==> config.mk <==
export PLATFORM = sky130hd
export DESIGN_NAME = rx_five_byte_packet_framer_flat
export DESIGN_NICKNAME = d
export VERILOG_FILES = /design/src/design/rfpf_pkg.sv /design/src/design/rfpf_if.sv /design/src/design/rx_five_byte_packet_framer.sv /design/src/design/rfpf_ram.sv /design/src/design/rfpf_out_fifo.sv /design/src/flat_wrapper.sv
export SDC_FILE = /design/constraint.sdc
export NUM_CORES = 1
export LEC_CHECK = 0
export BUFFER_PORTS_ARGS = -buffer_cell sky130_fd_sc_hd__buf_2
export CAP_MARGIN = 20
export CORE_MARGIN = 4
export CORE_UTILIZATION = 45
export CTS_BUF_LIST = sky130_fd_sc_hd__clkbuf_4 sky130_fd_sc_hd__clkbuf_8 sky130_fd_sc_hd__clkbuf_16
export CTS_CLUSTER_DIAMETER = 150
export DETAILED_ROUTE_END_ITERATION = 10
export GPL_TIMING_DRIVEN = 0
export PLACE_DENSITY_LB_ADDON = 0.08
export SETUP_SLACK_MARGIN = 0.02
export SYNTH_ARGS = -nofsm -noshare
export SYNTH_HDL_FRONTEND = slang
export SYNTH_SLANG_ARGS = --single-unit
==> constraint.sdc <==
create_clock -name clk_i -period 6.59 [get_ports clk_i]
set_clock_uncertainty 0.2 [all_clocks]
set_input_delay 0 -clock clk_i [delete_from_list [all_inputs] [get_ports clk_i]]
set_output_delay 0 -clock clk_i [all_outputs]
set_load 0.02 [all_outputs]
==> src/design/rfpf_pkg.sv <==
// ----------------------------------------------------------------------------
// rfpf_pkg
// shared constants, types and index helpers of the five-byte packet framer
// ----------------------------------------------------------------------------
`default_nettype none

package rfpf_pkg;

  // ring size, 8 to 1024 bytes
  localparam int unsigned BUFFER_DEPTH = 64;
  localparam int unsigned IDX_W        = $clog2(BUFFER_DEPTH);
  localparam int unsigned PKT_LEN      = 5;

  typedef logic [IDX_W-1:0] idx_t;
  typedef logic [IDX_W:0]   idx_ext_t;

  localparam idx_ext_t DEPTH_EXT   = idx_ext_t'(BUFFER_DEPTH);
  localparam idx_ext_t PKT_LEN_EXT = idx_ext_t'(PKT_LEN);
  localparam idx_t     IDX_LAST    = idx_t'(BUFFER_DEPTH - 1);

  // item actions
  localparam logic [1:0] ACT_BYTE = 2'd0;
  localparam logic [1:0] ACT_ERR  = 2'd1;
  localparam logic [1:0] ACT_TICK = 2'd2;
  localparam logic [1:0] ACT_READ = 2'd3;

  // configuration register indexes
  localparam int unsigned CFG_IDX_W = 3;
  localparam logic [CFG_IDX_W-1:0] CFG_CODE_A = 3'd0;
  localparam logic [CFG_IDX_W-1:0] CFG_CODE_B = 3'd1;
  localparam logic [CFG_IDX_W-1:0] CFG_CODE_C = 3'd2;
  localparam logic [CFG_IDX_W-1:0] CFG_CODE_D = 3'd3;
  localparam logic [CFG_IDX_W-1:0] CFG_LIMIT  = 3'd4;

  localparam logic [7:0] TIMEOUT_RESET = 8'd50;

  typedef struct packed {
    logic       packet_ready;
    logic       read_ok;
    logic [7:0] pkt_byte0;
    logic [7:0] pkt_byte1;
    logic [7:0] pkt_byte2;
    logic [7:0] pkt_byte3;
    logic [7:0] pkt_byte4;
    logic       timeout_flag;
  } res_t;

  typedef struct packed {
    logic empty;
    logic full;
  } fifo_stat_t;

  function automatic idx_t idx_next(idx_t i);
    return (i == IDX_LAST) ? '0 : idx_t'(i + 1'b1);
  endfunction

  // move back by n entries, n below the depth
  function automatic idx_t idx_back(idx_t i, logic [2:0] n);
    idx_ext_t wi;
    idx_ext_t wn;
    wi = {1'b0, i};
    wn = idx_ext_t'(n);
    if (wi >= wn) begin
      return idx_t'(wi - wn);
    end
    return idx_t'(wi + DEPTH_EXT - wn);
  endfunction

  // bytes between read and write index
  function automatic idx_ext_t idx_avail(idx_t w, idx_t r);
    if (w >= r) begin
      return idx_ext_t'(w - r);
    end
    return idx_ext_t'({1'b0, w} + DEPTH_EXT - {1'b0, r});
  endfunction

  function automatic idx_t idx_add_pkt(idx_t r);
    idx_ext_t s;
    s = {1'b0, r} + PKT_LEN_EXT;
    if (s >= DEPTH_EXT) begin
      return idx_t'(s - DEPTH_EXT);
    end
    return idx_t'(s);
  endfunction

  // scan codes in order, a zero code ends the list
  function automatic logic code_match(logic [3:0][7:0] codes, logic [7:0] b);
    logic hit;
    logic stop;
    hit  = 1'b0;
    stop = 1'b0;
    for (int k = 0; k < 4; k++) begin
      if (!stop) begin
        if (codes[k] == 8'd0) begin
          stop = 1'b1;
        end else if (codes[k] == b) begin
          hit  = 1'b1;
          stop = 1'b1;
        end
      end
    end
    return hit;
  endfunction

endpackage

`default_nettype wire

==> src/design/rfpf_if.sv <==
// ----------------------------------------------------------------------------
// rfpf_if
// valid/ready channels of the packet framer: input items and result items
// ----------------------------------------------------------------------------
`default_nettype none

interface rfpf_in_if;
  logic       valid;
  logic       ready;
  logic [1:0] action;
  logic [7:0] rx_byte;

  modport source (output valid, output action, output rx_byte, input ready);
  modport sink   (input valid, input action, input rx_byte, output ready);
endinterface

interface rfpf_out_if;
  logic       valid;
  logic       ready;
  logic       packet_ready;
  logic       read_ok;
  logic [7:0] pkt_byte0;
  logic [7:0] pkt_byte1;
  logic [7:0] pkt_byte2;
  logic [7:0] pkt_byte3;
  logic [7:0] pkt_byte4;
  logic       timeout_flag;

  modport source (output valid, output packet_ready, output read_ok,
                  output pkt_byte0, output pkt_byte1, output pkt_byte2,
                  output pkt_byte3, output pkt_byte4, output timeout_flag,
                  input ready);
  modport sink   (input valid, input packet_ready, input read_ok,
                  input pkt_byte0, input pkt_byte1, input pkt_byte2,
                  input pkt_byte3, input pkt_byte4, input timeout_flag,
                  output ready);
endinterface

`default_nettype wire

==> src/design/rx_five_byte_packet_framer.sv <==
// ----------------------------------------------------------------------------
// rx_five_byte_packet_framer
// frames received bytes into five-byte command packets in a byte ring
// ----------------------------------------------------------------------------
// usage
//   in_i carries one item per handshake: a received byte, a line error, a
//   timer tick or a packet read request. every item gives exactly one result
//   item on out_o, in order.
//   byte, error and tick items: the result is queued at the accepting edge
//   and shows on out_o the next cycle. a new item can be taken every cycle
//   while no fetch runs and the two-entry result queue has room.
//   a successful read makes five reads of the single-port ring memory, one
//   byte per cycle; the bytes come from the registered read data and the
//   result is then queued. in_i.ready stays low during the fetch. a failed
//   read is queued at the accepting edge like any other item.
//   the config port (cfg_we_i, cfg_idx_i, cfg_data_i) writes the four command
//   codes and the timeout limit; write it only while the block is idle.
//   reset clears indexes, phase, flags and counters; the codes go to zero
//   and the limit to 50. ring contents are not cleared.
//   if the receiver stalls, results pile up in the queue; once it holds two
//   results in_i.ready drops until out_o takes one.
// ----------------------------------------------------------------------------
`default_nettype none

module rx_five_byte_packet_framer (
  input  wire logic                              clk_i,
  input  wire logic                              rst_ni,
  input  wire logic                              cfg_we_i,
  input  wire logic [rfpf_pkg::CFG_IDX_W-1:0]    cfg_idx_i,
  input  wire logic [7:0]                        cfg_data_i,
  rfpf_in_if.sink                                in_i,
  rfpf_out_if.source                             out_o
);

  // packet phase codes
  localparam logic [2:0] PH_IDLE = 3'd0;
  localparam logic [2:0] PH_B1   = 3'd1;
  localparam logic [2:0] PH_B2   = 3'd2;
  localparam logic [2:0] PH_B3   = 3'd3;
  localparam logic [2:0] PH_B4   = 3'd4;

  localparam logic [2:0] LAST_SLOT = 3'(rfpf_pkg::PKT_LEN - 1);
  localparam logic [2:0] NUM_SLOTS = 3'(rfpf_pkg::PKT_LEN);

  // configuration
  logic [3:0][7:0] cmd_code_q;
  logic [7:0]      limit_q;

  // framer state
  rfpf_pkg::idx_t wr_idx_q, wr_idx_d;
  rfpf_pkg::idx_t rd_idx_q, rd_idx_d;
  logic [2:0]     phase_q, phase_d;
  logic [7:0]     tick_q, tick_d;
  logic           ready_q, ready_d;
  logic           tmo_q, tmo_d;

  // packet fetch sequencer
  logic           busy_q;
  logic [2:0]     iss_cnt_q;
  rfpf_pkg::idx_t fetch_addr_q;
  logic           cap_vld_q;
  logic [2:0]     cap_slot_q;
  logic [7:0]     pkt_q [4];

  logic                 accept;
  logic                 start_fetch;
  logic                 issuing;
  logic                 fetch_done;
  logic                 mem_we;
  rfpf_pkg::idx_t       mem_addr;
  logic [7:0]           mem_rdata;
  logic                 push;
  rfpf_pkg::res_t       push_data;
  rfpf_pkg::res_t       head;
  rfpf_pkg::fifo_stat_t fifo_stat;
  rfpf_pkg::idx_ext_t   avail;
  logic [8:0]           tick_sum;

  assign accept      = in_i.valid && in_i.ready;
  assign in_i.ready  = !busy_q && !fifo_stat.full;
  assign avail       = rfpf_pkg::idx_avail(wr_idx_q, rd_idx_q);
  assign tick_sum    = {1'b0, tick_q} + 9'd1;

  // item decode and state update
  always_comb begin
    wr_idx_d    = wr_idx_q;
    rd_idx_d    = rd_idx_q;
    phase_d     = phase_q;
    tick_d      = tick_q;
    ready_d     = ready_q;
    tmo_d       = tmo_q;
    mem_we      = 1'b0;
    start_fetch = 1'b0;
    if (accept) begin
      unique case (in_i.action)
        rfpf_pkg::ACT_BYTE: begin
          // byte always lands at the write index, kept only if it advances
          mem_we = 1'b1;
          tick_d = 8'd0;
          case (phase_q) inside
            PH_B1, PH_B2, PH_B3: begin
              wr_idx_d = rfpf_pkg::idx_next(wr_idx_q);
              phase_d  = phase_q + 3'd1;
            end
            PH_B4: begin
              wr_idx_d = rfpf_pkg::idx_next(wr_idx_q);
              phase_d  = PH_IDLE;
              ready_d  = 1'b1;
            end
            default: begin
              phase_d = PH_IDLE;
              if (rfpf_pkg::code_match(cmd_code_q, in_i.rx_byte)) begin
                wr_idx_d = rfpf_pkg::idx_next(wr_idx_q);
                phase_d  = PH_B1;
              end
            end
          endcase
        end
        rfpf_pkg::ACT_ERR: begin
          wr_idx_d = rfpf_pkg::idx_back(wr_idx_q, phase_q);
          phase_d  = PH_IDLE;
          tick_d   = 8'd0;
        end
        rfpf_pkg::ACT_TICK: begin
          if (phase_q != PH_IDLE) begin
            if (tick_sum > {1'b0, limit_q}) begin
              wr_idx_d = rfpf_pkg::idx_back(wr_idx_q, phase_q);
              phase_d  = PH_IDLE;
              tick_d   = 8'd0;
              tmo_d    = 1'b1;
            end else begin
              tick_d = tick_sum[7:0];
            end
          end else begin
            tmo_d = 1'b0;
          end
        end
        rfpf_pkg::ACT_READ: begin
          // outcome is known from the indexes, only the bytes need the ring
          if (ready_q) begin
            if (avail >= rfpf_pkg::PKT_LEN_EXT) begin
              start_fetch = 1'b1;
              rd_idx_d    = rfpf_pkg::idx_add_pkt(rd_idx_q);
              if (avail == rfpf_pkg::PKT_LEN_EXT) begin
                ready_d = 1'b0;
              end
            end else begin
              ready_d = 1'b0;
            end
          end
        end
      endcase
    end
  end

  always_ff @(posedge clk_i or negedge rst_ni) begin
    if (!rst_ni) begin
      cmd_code_q <= '0;
      limit_q    <= rfpf_pkg::TIMEOUT_RESET;
      wr_idx_q   <= '0;
      rd_idx_q   <= '0;
      phase_q    <= PH_IDLE;
      tick_q     <= 8'd0;
      ready_q    <= 1'b0;
      tmo_q      <= 1'b0;
    end else begin
      wr_idx_q <= wr_idx_d;
      rd_idx_q <= rd_idx_d;
      phase_q  <= phase_d;
      tick_q   <= tick_d;
      ready_q  <= ready_d;
      tmo_q    <= tmo_d;
      if (cfg_we_i) begin
        unique case (cfg_idx_i)
          rfpf_pkg::CFG_CODE_A: cmd_code_q[0] <= cfg_data_i;
          rfpf_pkg::CFG_CODE_B: cmd_code_q[1] <= cfg_data_i;
          rfpf_pkg::CFG_CODE_C: cmd_code_q[2] <= cfg_data_i;
          rfpf_pkg::CFG_CODE_D: cmd_code_q[3] <= cfg_data_i;
          rfpf_pkg::CFG_LIMIT:  limit_q       <= cfg_data_i;
          default: ;
        endcase
      end
    end
  end

  // fetch: issue five reads, take each byte from the read data in the next cycle
  assign issuing    = busy_q && (iss_cnt_q < NUM_SLOTS);
  assign fetch_done = cap_vld_q && (cap_slot_q == LAST_SLOT);

  always_ff @(posedge clk_i or negedge rst_ni) begin
    if (!rst_ni) begin
      busy_q     <= 1'b0;
      iss_cnt_q  <= 3'd0;
      cap_vld_q  <= 1'b0;
      cap_slot_q <= 3'd0;
    end else begin
      cap_vld_q  <= issuing;
      cap_slot_q <= iss_cnt_q;
      if (start_fetch) begin
        busy_q    <= 1'b1;
        iss_cnt_q <= 3'd0;
      end else if (issuing) begin
        iss_cnt_q <= iss_cnt_q + 3'd1;
      end
      if (fetch_done) begin
        busy_q <= 1'b0;
      end
    end
  end

  always_ff @(posedge clk_i) begin
    if (start_fetch) begin
      fetch_addr_q <= rd_idx_q;
    end else if (issuing) begin
      fetch_addr_q <= rfpf_pkg::idx_next(fetch_addr_q);
    end
    if (cap_vld_q) begin
      case (cap_slot_q)
        3'd0:    pkt_q[0] <= mem_rdata;
        3'd1:    pkt_q[1] <= mem_rdata;
        3'd2:    pkt_q[2] <= mem_rdata;
        3'd3:    pkt_q[3] <= mem_rdata;
        default: ;
      endcase
    end
  end

  // byte writes only happen while no fetch runs, so one port serves both
  assign mem_addr = busy_q ? fetch_addr_q : wr_idx_q;

  rfpf_ram u_ram (
    .clk_i   (clk_i),
    .we_i    (mem_we),
    .re_i    (issuing),
    .addr_i  (mem_addr),
    .wdata_i (in_i.rx_byte),
    .rdata_o (mem_rdata)
  );

  // result assembly
  assign push = fetch_done || (accept && !start_fetch);

  always_comb begin
    if (fetch_done) begin
      push_data.packet_ready = ready_q;
      push_data.read_ok      = 1'b1;
      push_data.pkt_byte0    = pkt_q[0];
      push_data.pkt_byte1    = pkt_q[1];
      push_data.pkt_byte2    = pkt_q[2];
      push_data.pkt_byte3    = pkt_q[3];
      push_data.pkt_byte4    = mem_rdata;
      push_data.timeout_flag = tmo_q;
    end else begin
      push_data.packet_ready = ready_d;
      push_data.read_ok      = 1'b0;
      push_data.pkt_byte0    = 8'd0;
      push_data.pkt_byte1    = 8'd0;
      push_data.pkt_byte2    = 8'd0;
      push_data.pkt_byte3    = 8'd0;
      push_data.pkt_byte4    = 8'd0;
      push_data.timeout_flag = tmo_d;
    end
  end

  rfpf_out_fifo u_out_fifo (
    .clk_i       (clk_i),
    .rst_ni      (rst_ni),
    .push_i      (push),
    .push_data_i (push_data),
    .pop_i       (out_o.valid && out_o.ready),
    .data_o      (head),
    .stat_o      (fifo_stat)
  );

  assign out_o.valid        = !fifo_stat.empty;
  assign out_o.packet_ready = head.packet_ready;
  assign out_o.read_ok      = head.read_ok;
  assign out_o.pkt_byte0    = head.pkt_byte0;
  assign out_o.pkt_byte1    = head.pkt_byte1;
  assign out_o.pkt_byte2    = head.pkt_byte2;
  assign out_o.pkt_byte3    = head.pkt_byte3;
  assign out_o.pkt_byte4    = head.pkt_byte4;
  assign out_o.timeout_flag = head.timeout_flag;

  // checks
  a_phase_range: assert property (@(posedge clk_i) disable iff (!rst_ni)
    phase_q <= PH_B4)
    else $error("packet phase out of range");

  a_fetch_start: assert property (@(posedge clk_i) disable iff (!rst_ni)
    start_fetch |=> busy_q && (iss_cnt_q == 3'd0))
    else $error("fetch did not start after read");

  a_fetch_end: assert property (@(posedge clk_i) disable iff (!rst_ni)
    fetch_done |=> !busy_q && !cap_vld_q)
    else $error("fetch did not finish after last byte");

  a_no_write_in_fetch: assert property (@(posedge clk_i) disable iff (!rst_ni)
    busy_q |-> !mem_we)
    else $error("ring write during packet fetch");

endmodule

`default_nettype wire

==> src/design/rfpf_ram.sv <==
// ----------------------------------------------------------------------------
// rfpf_ram
// single-port byte ring storage, registered read data
// ----------------------------------------------------------------------------
`default_nettype none

module rfpf_ram (
  input  wire logic                clk_i,
  input  wire logic                we_i,
  input  wire logic                re_i,
  input  wire rfpf_pkg::idx_t      addr_i,
  input  wire logic [7:0]          wdata_i,
  output      logic [7:0]          rdata_o
);

  logic [7:0] mem_q [rfpf_pkg::BUFFER_DEPTH];
  logic [7:0] rdata_q;

  always_ff @(posedge clk_i) begin
    if (we_i) begin
      mem_q[addr_i] <= wdata_i;
    end
    if (re_i) begin
      rdata_q <= mem_q[addr_i];
    end
  end

  assign rdata_o = rdata_q;

endmodule

`default_nettype wire

==> src/design/rfpf_out_fifo.sv <==
// ----------------------------------------------------------------------------
// rfpf_out_fifo
// two-entry result queue between framer logic and the output channel
// ----------------------------------------------------------------------------
`default_nettype none

module rfpf_out_fifo (
  input  wire logic                 clk_i,
  input  wire logic                 rst_ni,
  input  wire logic                 push_i,
  input  wire rfpf_pkg::res_t       push_data_i,
  input  wire logic                 pop_i,
  output      rfpf_pkg::res_t       data_o,
  output      rfpf_pkg::fifo_stat_t stat_o
);

  rfpf_pkg::res_t ent_q [2];
  logic           wr_ptr_q;
  logic           rd_ptr_q;
  logic [1:0]     cnt_q, cnt_d;

  always_comb begin
    cnt_d = cnt_q;
    if (push_i && !pop_i) begin
      cnt_d = cnt_q + 2'd1;
    end else if (pop_i && !push_i) begin
      cnt_d = cnt_q - 2'd1;
    end
  end

  always_ff @(posedge clk_i or negedge rst_ni) begin
    if (!rst_ni) begin
      wr_ptr_q <= 1'b0;
      rd_ptr_q <= 1'b0;
      cnt_q    <= 2'd0;
    end else begin
      cnt_q <= cnt_d;
      if (push_i) begin
        wr_ptr_q <= ~wr_ptr_q;
      end
      if (pop_i) begin
        rd_ptr_q <= ~rd_ptr_q;
      end
    end
  end

  always_ff @(posedge clk_i) begin
    if (push_i) begin
      ent_q[wr_ptr_q] <= push_data_i;
    end
  end

  assign data_o       = ent_q[rd_ptr_q];
  assign stat_o.empty = (cnt_q == 2'd0);
  assign stat_o.full  = cnt_q[1];

endmodule

`default_nettype wire

==> src/flat_wrapper.sv <==
// flat-port wrapper written by rule: the top's interface ports become plain ports
module rx_five_byte_packet_framer_flat 
  (clk_i, rst_ni, cfg_we_i, cfg_idx_i, cfg_data_i, in_i_valid, in_i_action, in_i_rx_byte, in_i_ready, out_o_valid, out_o_packet_ready, out_o_read_ok, out_o_pkt_byte0, out_o_pkt_byte1, out_o_pkt_byte2, out_o_pkt_byte3, out_o_pkt_byte4, out_o_timeout_flag, out_o_ready);
  rfpf_in_if in_i_i ();
  rfpf_out_if out_o_i ();
  input  wire logic clk_i;
  input  wire logic rst_ni;
  input  wire logic cfg_we_i;
  input  wire logic [rfpf_pkg::CFG_IDX_W-1:0] cfg_idx_i;
  input  wire logic [7:0] cfg_data_i;
  input wire logic [$bits(in_i_i.valid)-1:0] in_i_valid;
  input wire logic [$bits(in_i_i.action)-1:0] in_i_action;
  input wire logic [$bits(in_i_i.rx_byte)-1:0] in_i_rx_byte;
  output wire logic [$bits(in_i_i.ready)-1:0] in_i_ready;
  output wire logic [$bits(out_o_i.valid)-1:0] out_o_valid;
  output wire logic [$bits(out_o_i.packet_ready)-1:0] out_o_packet_ready;
  output wire logic [$bits(out_o_i.read_ok)-1:0] out_o_read_ok;
  output wire logic [$bits(out_o_i.pkt_byte0)-1:0] out_o_pkt_byte0;
  output wire logic [$bits(out_o_i.pkt_byte1)-1:0] out_o_pkt_byte1;
  output wire logic [$bits(out_o_i.pkt_byte2)-1:0] out_o_pkt_byte2;
  output wire logic [$bits(out_o_i.pkt_byte3)-1:0] out_o_pkt_byte3;
  output wire logic [$bits(out_o_i.pkt_byte4)-1:0] out_o_pkt_byte4;
  output wire logic [$bits(out_o_i.timeout_flag)-1:0] out_o_timeout_flag;
  input wire logic [$bits(out_o_i.ready)-1:0] out_o_ready;
  assign in_i_i.valid = in_i_valid;
  assign in_i_i.action = in_i_action;
  assign in_i_i.rx_byte = in_i_rx_byte;
  assign in_i_ready = in_i_i.ready;
  assign out_o_valid = out_o_i.valid;
  assign out_o_packet_ready = out_o_i.packet_ready;
  assign out_o_read_ok = out_o_i.read_ok;
  assign out_o_pkt_byte0 = out_o_i.pkt_byte0;
  assign out_o_pkt_byte1 = out_o_i.pkt_byte1;
  assign out_o_pkt_byte2 = out_o_i.pkt_byte2;
  assign out_o_pkt_byte3 = out_o_i.pkt_byte3;
  assign out_o_pkt_byte4 = out_o_i.pkt_byte4;
  assign out_o_timeout_flag = out_o_i.timeout_flag;
  assign out_o_i.ready = out_o_ready;
  rx_five_byte_packet_framer u_core (.clk_i(clk_i), .rst_ni(rst_ni), .cfg_we_i(cfg_we_i), .cfg_idx_i(cfg_idx_i), .cfg_data_i(cfg_data_i), .in_i(in_i_i), .out_o(out_o_i));
endmodule
==> results.json <==
{
  "rows": 92,
  "synth_cell_types": 72,
  "cts_tree": "done",
  "cellInternalPower_mw": 9.13,
  "syn_to_final_growth_pct": 17.6,
  "relSlewSlack_pct": 16.3,
  "cts_buffers": 76,
  "worst_ep_required_time_ns": 6.67,
  "worstSetupEndpointType": "flop",
  "maxCapViolCount": 0,
  "cts_post_setup_buffers_inserted": 0,
  "r2r_slack_ns": 1.84,
  "drc_errors": 0,
  "ys.flop_type": "edfxtp_1",
  "drtPass1Iterations": 6,
  "slew_violations": 0,
  "dp_hpwl_um": 56700,
  "grt_setup_unrepaired": "no",
  "root_buffer": "clkbuf_16",
  "grt_pass1_vias": 17500,
  "total_power_mw": 14.0,
  "cts_sinks": 721,
  "routed_wl_um": 85600,
  "cts_resized": 0,
  "critPathLaunch": "u_core.fetch_addr_q[2]",
  "die-area_um2": 67900,
  "ios": 71,
  "rr_startpoint": "u_core.fetch_addr_q[2]",
  "critPathCapture": "u_core.u_ram.rdata_o[2]",
  "crit_path_max_fanout": 10,
  "hold_viol": 0,
  "slowest_stage": "nor4_1",
  "avgViaCountPerCell": 5.98,
  "switching_share_pct": 34.9,
  "yosysSeqAreaShare_pct": 74.1,
  "path_cells": "buf_2, a32o_1, clkbuf_1, clkbuf_1, a22oi_1, a41oi_1, nor4_1, nand3_1",
  "layout-drive-gt1-share_pct": 18.3,
  "die_h_um": 261,
  "r2r-end": "u_core.u_ram.rdata_o[2]",
  "max_freq_mhz": 210,
  "period_share_pct": 72.1,
  "routedWlPerCell_um": 28.6,
  "status": "completed",
  "setup_violations": 0,
  "drtIter0Drc": 2182,
  "synth_seq_cells": 721,
  "min-delay-path-class": "in -> reg",
  "worstSetupStartpointType": "flop",
  "start_util_pct": 45.5,
  "fin_crit_ns": 4.75,
  "nets": 2149,
  "htree_num_levels": 3,
  "worstMarginPinSlew_ns": 1.26,
  "p_comb_share_pct": 30.4,
  "p_switching_mw": 4.89,
  "crit_type": "reg -> reg",
  "clockBufferDepth": 3,
  "diodes": 0,
  "layout_common_cells": "edfxtp_1 (644), a22oi_1 (195), nand2_1 (139), buf_2 (110), mux2_2 (80)",
  "yosysWarnings": 0,
  "ir_drop_mv": 0.195,
  "synthesis.instances": 1846,
  "syn_area_um2": 28700,
  "slowest_delay_ns": 1.07,
  "synth_edf_count": 644,
  "pwr_density_cell_nw_per_um2": 415,
  "path_clk_slew_ns": 0.07,
  "io_buffers": 70,
  "grt_max_degree": 52,
  "die_w_um": 261,
  "core-area_um2": 63100,
  "vias": 17904,
  "post-route-util_pct": 53.5,
  "p_leak_nw": 11.3,
  "async_flop_share_pct": 10.7,
  "syn_avg_cell_area_um2": 15.5,
  "antenna_found_initial": 0,
  "finalSetupTns_ns": 0,
  "grt_pass1_wl_um": 121000,
  "clock_latency_ns": 0.63,
  "grt_util_all_layers_pct": 25.0,
  "gp_congestion": 0.905,
  "seqPwrFrac_pct": 39.0,
  "r2r_cells": 8,
  "path_common_cell": "clkbuf_1",
  "grt_overflow": 0,
  "clockPowerShare_pct": 30.6,
  "detail-route-antenna-nets": 0,
  "critPathArrivalTime_ns": 4.84,
  "synth_nets": 1905,
  "final_common_cell": "edfxtp_1"
}
## layer usage
metal	track usage, %	up-vias	share of wire (%)
li1	-	7782	-
met1	34.3	9130	41
met2	39.9	838	47
met3	5.28	154	8.4
met4	8.35	0	3.3
met5	0.219	-	0
## cells by family after synthesis
kind of cell             synth area share (%)
flip-flops                               74.1
AO/OA/AOI/OAI                            10.8
AND/OR/NAND/NOR                          6.79
buffers and inverters                    1.71
multiplexers                             3.40
XOR/XNOR                                 1.71
adder cells (fa/ha/maj)                  1.49
## synthesized netlist by cell type, types with 25 or more instances
library cell | number | area, um2
mux2_2 | 80 | 901
a21oi_1 | 73 | 365
o21ai_0 | 36 | 180
clkbuf_1 | 42 | 158
edfxtp_1 | 644 | 19300
nand3_1 | 27 | 135
dfrtp_1 | 74 | 1850
ha_1 | 31 | 388
xnor2_1 | 36 | 315
and2_1 | 44 | 275
nand2_1 | 139 | 522
a31oi_1 | 25 | 156
a41oi_1 | 28 | 245
inv_1 | 30 | 113
nor3_1 | 41 | 205
nor2_1 | 66 | 248
a22oi_1 | 195 | 1460
## flip-flops by register name (all words and copies together), names as in the netlist, 6 cells and up
signal	cells
u_core.u_out_fifo.ent_q	86
u_core.rd_idx_q	6
u_core.u_ram.mem_q	512
u_core.wr_idx_q	6
u_core.pkt_q	32
u_core.cmd_code_q	32
u_core.u_ram.rdata_o	8
u_core.fetch_addr_q	6
u_core.limit_q	8
u_core.tick_q	8
## how the worst min path moves through the flow
stage	start	endpoint	slack (ns)	depth (start not counted)
after floorplan	rst_ni	u_core.busy_q	-0.50	0
after global placement	cfg_data_i[1]	u_core.limit_q[1]	0.10	3
after detailed placement	rst_ni	u_core.tick_q[2]	-0.25	1
after CTS	out_o_ready	u_core.u_out_fifo.rd_ptr_q	0.02	4
after global routing	out_o_ready	u_core.u_out_fifo.rd_ptr_q	0.05	4
final	cfg_data_i[2]	u_core.cmd_code_q[18]	0.04	3
## power by group through the flow
stage | sequential (mW) | clock, mW | combinational [mW]
2_1_floorplan | 5.51 | 0 | 2.24
3_3_place_gp | 5.57 | 0 | 3.94
3_5_place_dp | 5.56 | 0 | 4.13
4_1_cts | 5.47 | 4.35 | 4.18
5_1_grt | 5.50 | 4.55 | 4.44
6_report | 5.47 | 4.30 | 4.26
## worst max-delay path: cells and delay by family, from the launching register on
kind / cells / cell delay, ns
flops: 1 / 0.48
buf+inv: 3 / 1.22
compound gates: 3 / 1.08
simple gates: 2 / 1.40
## layout make-up
| cell class | instances | area, um2 |
|---|---|---|
| fill | 5250 | 29300 |
| sequential | 721 | 21300 |
| multi-input combinational | 1010 | 7020 |
| clock buffer | 107 | 2190 |
| timing repair buffer | 166 | 1410 |
| tap | 846 | 1060 |
| buffer | 85 | 379 |
| clock inverter | 30 | 308 |
| inverter | 30 | 113 |
## per-stage QoR
step / setup WS [ns] / std cells / hold WS (ns) / instance area, um2
after global routing: 1.89 / 2995 / 0.0493 / 33700
after detailed placement: 1.89 / 2806 / -0.247 / 30700
after floorplan: 1.94 / 1846 / -0.496 / 28700
after CTS: 1.86 / 2990 / 0.0200 / 33700
after global placement: 0.458 / 2762 / 0.104 / 30100
final: 1.84 / 2995 / 0.0381 / 33700
## timing repair
item / in CTS / in global routing
hold buffers: 47 / 0
setup endpoints to repair: 0 / 0
endpoints found under the hold margin: 633 / 0
Note: power is estimated with default switching activity, not from simulation.
